`src/design/mrtu_pkg.sv`:
```
`timescale 1ns / 1ps
`default_nettype none
// ----------------------------------------------------------------------------
// mrtu_pkg: shared types and constants of the Modbus RTU frame checker
// Holds the frame size limit, the status codes, the word and result records
// and the CRC-16/MODBUS byte update.
// ----------------------------------------------------------------------------
package mrtu_pkg;

    localparam int MAX_FRAME = 256;
    localparam int CNT_W     = $clog2(MAX_FRAME + 1);
    localparam int FLEN_W    = 9;
    localparam int MIN_FRAME = 8;

    localparam logic [15:0] CRC_INIT = 16'hFFFF;
    localparam logic [15:0] CRC_POLY = 16'hA001;
    localparam logic [7:0]  SLAVE_ADDR_RESET = 8'd1;
    localparam logic [7:0]  BROADCAST_ADDR   = 8'd0;

    typedef enum logic [1:0] {
        ST_ACCEPTED  = 2'd0,
        ST_SHORT     = 2'd1,
        ST_ADDR_MISS = 2'd2,
        ST_CRC_MISS  = 2'd3
    } t_status;

    // One received frame byte with its end-of-frame flag.
    typedef struct packed {
        logic [7:0] data_byte;
        logic       frame_end;
    } t_word;

    // One frame verdict with the decoded header.
    typedef struct packed {
        logic [FLEN_W-1:0] frame_length;
        logic [15:0]       length_word;
        logic [15:0]       register_word;
        logic [7:0]        command;
        logic              broadcast;
        t_status           status;
    } t_result;

    // Reflected CRC-16 update by one byte, LSB first.
    function automatic logic [15:0] crc_feed(input logic [15:0] crc, input logic [7:0] b);
        logic [15:0] c;
        c = crc ^ {8'h00, b};
        for (int k = 0; k < 8; k++) begin
            if (c[0]) begin
                c = (c >> 1) ^ CRC_POLY;
            end else begin
                c = c >> 1;
            end
        end
        return c;
    endfunction

endpackage
`default_nettype wire

```
`src/design/mrtu_frame.sv`:
```
`timescale 1ns / 1ps
`default_nettype none
// ----------------------------------------------------------------------------
// mrtu_frame: frame state and verdict
// Stores header bytes, runs the CRC two bytes behind the stored tail and
// judges the frame on its last byte.
// ----------------------------------------------------------------------------
module mrtu_frame
    import mrtu_pkg::*;
(
    input  wire         i_clk,
    input  wire         i_rst_n,
    input  wire         i_cfg_wr_en,
    input  wire  [7:0]  i_cfg_wr_data,
    input  wire         i_valid,
    input  t_word       i_word,
    input  wire         i_out_space,
    output logic        o_take,
    output logic        o_res_valid,
    output t_result     o_res
);

    logic [7:0]       r_slave_addr;
    logic [15:0]      r_crc, n_crc, a_crc;
    logic [CNT_W-1:0] r_cnt, n_cnt, a_cnt;
    logic [15:0]      r_tail, n_tail, a_tail;
    logic [7:0]       r_addr, n_addr, a_addr;
    logic [7:0]       r_cmd, n_cmd, a_cmd;
    logic [15:0]      r_reg, n_reg, a_reg;
    logic [15:0]      r_len, n_len, a_len;
    logic [7:0]       b;
    t_status          status;

    assign b           = i_word.data_byte;
    // A word that ends a frame waits for room in the result register.
    assign o_take      = i_valid && (!i_word.frame_end || i_out_space);
    assign o_res_valid = o_take && i_word.frame_end;

    // Frame state after storing this byte.
    always_comb begin
        a_crc  = r_crc;
        a_cnt  = r_cnt;
        a_tail = r_tail;
        a_addr = r_addr;
        a_cmd  = r_cmd;
        a_reg  = r_reg;
        a_len  = r_len;
        if (r_cnt < CNT_W'(MAX_FRAME)) begin
            if (r_cnt >= CNT_W'(2)) begin
                a_crc = crc_feed(r_crc, r_tail[15:8]);
            end
            a_tail = {r_tail[7:0], b};
            if (r_cnt == CNT_W'(0)) begin
                a_addr = b;
            end
            if (r_cnt == CNT_W'(1)) begin
                a_cmd = b;
            end
            if (r_cnt == CNT_W'(2)) begin
                a_reg = {b, 8'h00};
            end
            if (r_cnt == CNT_W'(3)) begin
                a_reg = {r_reg[15:8], b};
            end
            if (r_cnt == CNT_W'(4)) begin
                a_len = {b, 8'h00};
            end
            if (r_cnt == CNT_W'(5)) begin
                a_len = {r_len[15:8], b};
            end
            a_cnt = r_cnt + CNT_W'(1);
        end
    end

    // Checks are ordered: length, then address, then CRC.
    always_comb begin
        priority if (a_cnt < CNT_W'(MIN_FRAME)) begin
            status = ST_SHORT;
        end else if (a_addr != BROADCAST_ADDR && a_addr != r_slave_addr) begin
            status = ST_ADDR_MISS;
        end else if (a_crc[7:0] == a_tail[15:8] && a_crc[15:8] == a_tail[7:0]) begin
            status = ST_ACCEPTED;
        end else begin
            status = ST_CRC_MISS;
        end
    end

    always_comb begin
        o_res.status        = status;
        o_res.broadcast     = (a_addr == BROADCAST_ADDR);
        o_res.command       = a_cmd;
        o_res.register_word = a_reg;
        o_res.length_word   = a_len;
        o_res.frame_length  = FLEN_W'(a_cnt);
    end

    always_comb begin
        n_crc  = r_crc;
        n_cnt  = r_cnt;
        n_tail = r_tail;
        n_addr = r_addr;
        n_cmd  = r_cmd;
        n_reg  = r_reg;
        n_len  = r_len;
        if (o_take) begin
            if (i_word.frame_end) begin
                n_crc  = CRC_INIT;
                n_cnt  = '0;
                n_tail = '0;
                n_addr = '0;
                n_cmd  = '0;
                n_reg  = '0;
                n_len  = '0;
            end else begin
                n_crc  = a_crc;
                n_cnt  = a_cnt;
                n_tail = a_tail;
                n_addr = a_addr;
                n_cmd  = a_cmd;
                n_reg  = a_reg;
                n_len  = a_len;
            end
        end
    end

    always_ff @(posedge i_clk) begin
        if (!i_rst_n) begin
            r_slave_addr <= SLAVE_ADDR_RESET;
            r_crc        <= CRC_INIT;
            r_cnt        <= '0;
            r_tail       <= '0;
            r_addr       <= '0;
            r_cmd        <= '0;
            r_reg        <= '0;
            r_len        <= '0;
        end else begin
            if (i_cfg_wr_en) begin
                r_slave_addr <= i_cfg_wr_data;
            end
            r_crc  <= n_crc;
            r_cnt  <= n_cnt;
            r_tail <= n_tail;
            r_addr <= n_addr;
            r_cmd  <= n_cmd;
            r_reg  <= n_reg;
            r_len  <= n_len;
        end
    end

    a_count_bounded: assert property (@(posedge i_clk) disable iff (!i_rst_n)
        $past(i_rst_n) |-> r_cnt <= CNT_W'(MAX_FRAME))
        else $error("frame byte count beyond buffer size");

    a_clear_after_end: assert property (@(posedge i_clk) disable iff (!i_rst_n)
        o_res_valid |=> (r_cnt == '0 && r_crc == CRC_INIT && r_tail == '0))
        else $error("frame state not cleared after frame end");

    a_count_step: assert property (@(posedge i_clk) disable iff (!i_rst_n)
        (o_take && !i_word.frame_end && r_cnt < CNT_W'(MAX_FRAME))
            |=> r_cnt == $past(r_cnt) + CNT_W'(1))
        else $error("stored byte not counted");

    a_result_needs_room: assert property (@(posedge i_clk) disable iff (!i_rst_n)
        o_res_valid |-> i_out_space)
        else $error("frame verdict issued without room in result register");

endmodule
`default_nettype wire

```
`config.mk`:
```
export PLATFORM = sky130hd
export DESIGN_NAME = mrtu_frame
export DESIGN_NICKNAME = d
export VERILOG_FILES = /design/src/design/mrtu_pkg.sv /design/src/design/mrtu_frame.sv
export SDC_FILE = /design/constraint.sdc
export NUM_CORES = 1
export LEC_CHECK = 0
export BUFFER_PORTS_ARGS = -buffer_cell sky130_fd_sc_hd__buf_2
export CAP_MARGIN = 20
export CORE_ASPECT_RATIO = 1.5
export CORE_MARGIN = 2
export CORE_UTILIZATION = 53
export CTS_BUF_LIST = sky130_fd_sc_hd__clkbuf_16
export DETAILED_ROUTE_END_ITERATION = 16
export PLACE_DENSITY_LB_ADDON = 0.08
export SYNTH_ARGS = -nofsm -noshare
export SYNTH_HDL_FRONTEND = slang
export SYNTH_SLANG_ARGS = --single-unit
```
`constraint.sdc`:
```
create_clock -name i_clk -period 3.65 [get_ports i_clk]
set_input_delay 0.365 -clock i_clk [delete_from_list [all_inputs] [get_ports i_clk]]
set_output_delay 0.365 -clock i_clk [all_outputs]
set_load 0.01 [all_outputs]
```
==> summary.md <==
| Metric | Value |
|---|---|
| Routed WL | 15.7 mm |
| Vias in the first global route | 4740 |
| Slew margin rel. | 0.367 |
| Crit Reg-Reg Startpoint | r_cnt[6] |
| Register bit total from synthesis | just under 100 |
| Number of fill cells | between 900 and 1000 |
| Startpoint Class | register |
| Final period utilization | 0.915 |
| Post-CTS sizing | 0 |
| H-tree depth | 3 |
| Synth unique cells | 60 |
| Comb power frac | 0.118 |
| Status | finished, final reports clean |
| ANT nets after route | 0 |
| DR DRC count | 0 |
| Detailed Route Iter0 Violations | roughly 310 |
| Antenna violations before repair | 0 |
| Cell Pwr Density | between 300 and 400 nW/µm² |
| Post-CTS Hold Fix Bufs | 0 |
| Most common cell after layout, fill and taps aside | dfxtp_1 |
| Slew Limit Fails | 0 |
| P&R area growth vs syn | 14.0% |
| Postcts setup bufs | 0 |
| RSZ-0062 raised after global routing | false |
| CP Class | register to output port |
| Sw Share | 0.254 |
| CTS sink cnt | 97 |
| Setup Skew | 7.79 ps |
| Cell row count | 46 |
| Initial Utilization | 0.536 |
| Max VDD drop | 250 µV |
| Clk pwr share | 0.427 |
| Hold Crit Class | input port to register |
| Gr usage total | 0.280 |
| GRT Residual Overflow | 0 |
| Sequential element share of the synthesized area | 0.346 |
| Max-capacitance violation count | 0 |
| Layout cells sized above 1 | 0.207 |
| Reg2Reg Depth | 7 |
| Post-DP HPWL | approximately 11 mm |
| DIE HEIGHT | between 100 and 150 µm |
| Crit path from | r_cnt[3] |
| Mapped cell area | around 5600 µm² |
| Synthesized instance count | approximately 630 |
| CTS tree | built |
| Die area | ~11000 µm² |
| FF-to-FF End | r_len[4] |
| End of the critical path | o_res[0] |
| Largest net degree at the start of global routing | 81 |
| Root Driver | clkbuf_16 |
| WL/cell | 19.2 µm |
| Final Power | roughly 2400 µW |
| Switch Pwr | around 610 µW |
| Lkg Pwr | approximately 0.0026 µW |
| FF-to-FF setup slack | 950 ps |
| Initial DRT Pass Iterations | 6 |
| Flop pwr share | 0.455 |
| Clk pin slew, worst setup/hold paths | about 70 ps |
| Critical Path AT | a little under 3000 ps |
| Minimum clock period | between 3000 and 4000 ps |
| YS warnings | 0 |
| Ys flop type | dfxtp_1 |
| Fin Setup TNS | 0 ps |
| Max FO, Critical Path | 10 |
| Port Buffer Count | 75 |
| Nets | 697 |
| Critical Path RT | 3280 ps |
| Setup violators final | 0 |
| Syn avg cell area | roughly 9.0 µm² |
| Clock latency at the later pin of the worst-skew pair | between 300 and 400 ps |
| Pint | roughly 1800 µW |
| Inserted Clock Buffers | 9 |
| Max Fclk | 0.299 GHz |
| WHS Path Cells | 3 |
| First-pass GRT wire length | 24.7 mm |
| Vias per cell | between 5 and 6 |
| I/O pin count | 76 |
| Area of the core | roughly 10000 µm² |
| Async set-or-reset flop fraction in the synthesized netlist | 0 |
| Critical Path End Type | output port |
| GPL Wtd Cong | around 0.95 |
| Ant. Diodes | 0 |
| Commonest cells after routing, fill and taps aside | 96 x dfxtp_1, 79 x nor2b_1, 75 x buf_2 |
| Final hold violation count | 0 |
| Total number of vias | about 4800 |
| Number of synthesized flops with an enable pin | 0 |
| Worst slew pin tran | around 940 ps |
| Die W | between 80 and 90 µm |
| Clock buffer depth | 2 |
| Synthesized netlist net count | about 650 |
[layout make-up]
type / instances / area, µm² / area share
inverter: 6 / 22.5 / 0.00352
clock inverter: 7 / 93.8 / 0.0147
clock buffer: 9 / 225 / 0.0352
sequential: 97 / 1940 / 0.304
multi-input combinational: 472 / 3460 / 0.540
tap: 144 / 180 / 0.0281
timing repair buffer: 86 / 478 / 0.0747
[synth_stat cells, drive strengths merged (5+ instances only)]
library cell | n | share of area
dfxtp | 97 | 0.35
nor4 | 9 | 0.011
buf | 13 | 0.013
a211oi | 10 | 0.016
nand3 | 20 | 0.018
nand2 | 47 | 0.031
xnor3 | 6 | 0.024
nor2b | 79 | 0.088
and2 | 5 | 0.0056
or3 | 5 | 0.0056
a21oi | 9 | 0.0080
and3 | 8 | 0.0089
nor2 | 24 | 0.016
mux2i | 19 | 0.034
o21ai | 23 | 0.021
inv | 6 | 0.0040
a31oi | 6 | 0.0067
xnor2 | 32 | 0.060
nor3 | 9 | 0.0080
clkbuf | 38 | 0.025
o211ai | 9 | 0.012
mux2 | 24 | 0.048
a22oi | 70 | 0.094
xor2 | 18 | 0.031
[worst max-delay path: stages (launching register included)]
cell and delay [ps]:
dfxtp_1 490, or4_1 410, nor2_1 210, a221oi_1 340
o22ai_1 140, a311o_2 370, a2111oi_2 370, a31oi_1 140
buf_2 150
[per-stage QoR]
step	utilization	instance area [µm²]	std cells	hold slack, ps	worst slack (ps)
final	0.611	6400	821	243	310
after global routing	0.611	6400	821	259	129
after CTS	0.608	6370	820	240	339
after detailed placement	0.578	6050	804	508	714
after global placement	0.578	6050	804	500	782
after floorplan	-	5610	626	457	1010
[cells by family (layout without fill, tap and decap cells)]
family,Yosys count,count (layout),share of synthesized area
fa+ha+maj,3,3,0.00669
simple gates,223,223,0.215
buf+inv,57,108,0.0426
flops,97,97,0.346
compound gates,146,146,0.188
xor+xnor,57,57,0.120
mux,43,43,0.0820
[metal layers]
layer	global-route usage	routed length [µm]	vias to the layer above
li1	-	-	2343
met1	0.321	6280	2312
met2	0.497	8140	146
met3	0.0417	746	41
met4	0.143	574	0
met5	0	0	-
[worst min-delay path by stage]
stage / end / from / slack [ps]
floorplan: r_slave_addr[0] / r_slave_addr[0] / 460
global placement: r_crc[5] / r_crc[5] / 500
detailed placement: r_crc[5] / r_crc[5] / 510
CTS: r_slave_addr[0] / i_cfg_wr_data[0] / 240
global route: r_slave_addr[0] / i_cfg_wr_data[0] / 260
finish: r_slave_addr[0] / i_cfg_wr_data[0] / 240
[power groups by stage]
stage	combinational, µW	clock [µW]	sequential (µW)
6_report	283	1030	1090
3_5_place_dp	277	0	1120
3_3_place_gp	273	0	1120
5_1_grt	305	1080	1100
2_1_floorplan	197	0	1110
4_1_cts	278	1040	1090
Power figures use the tool's default switching activity.
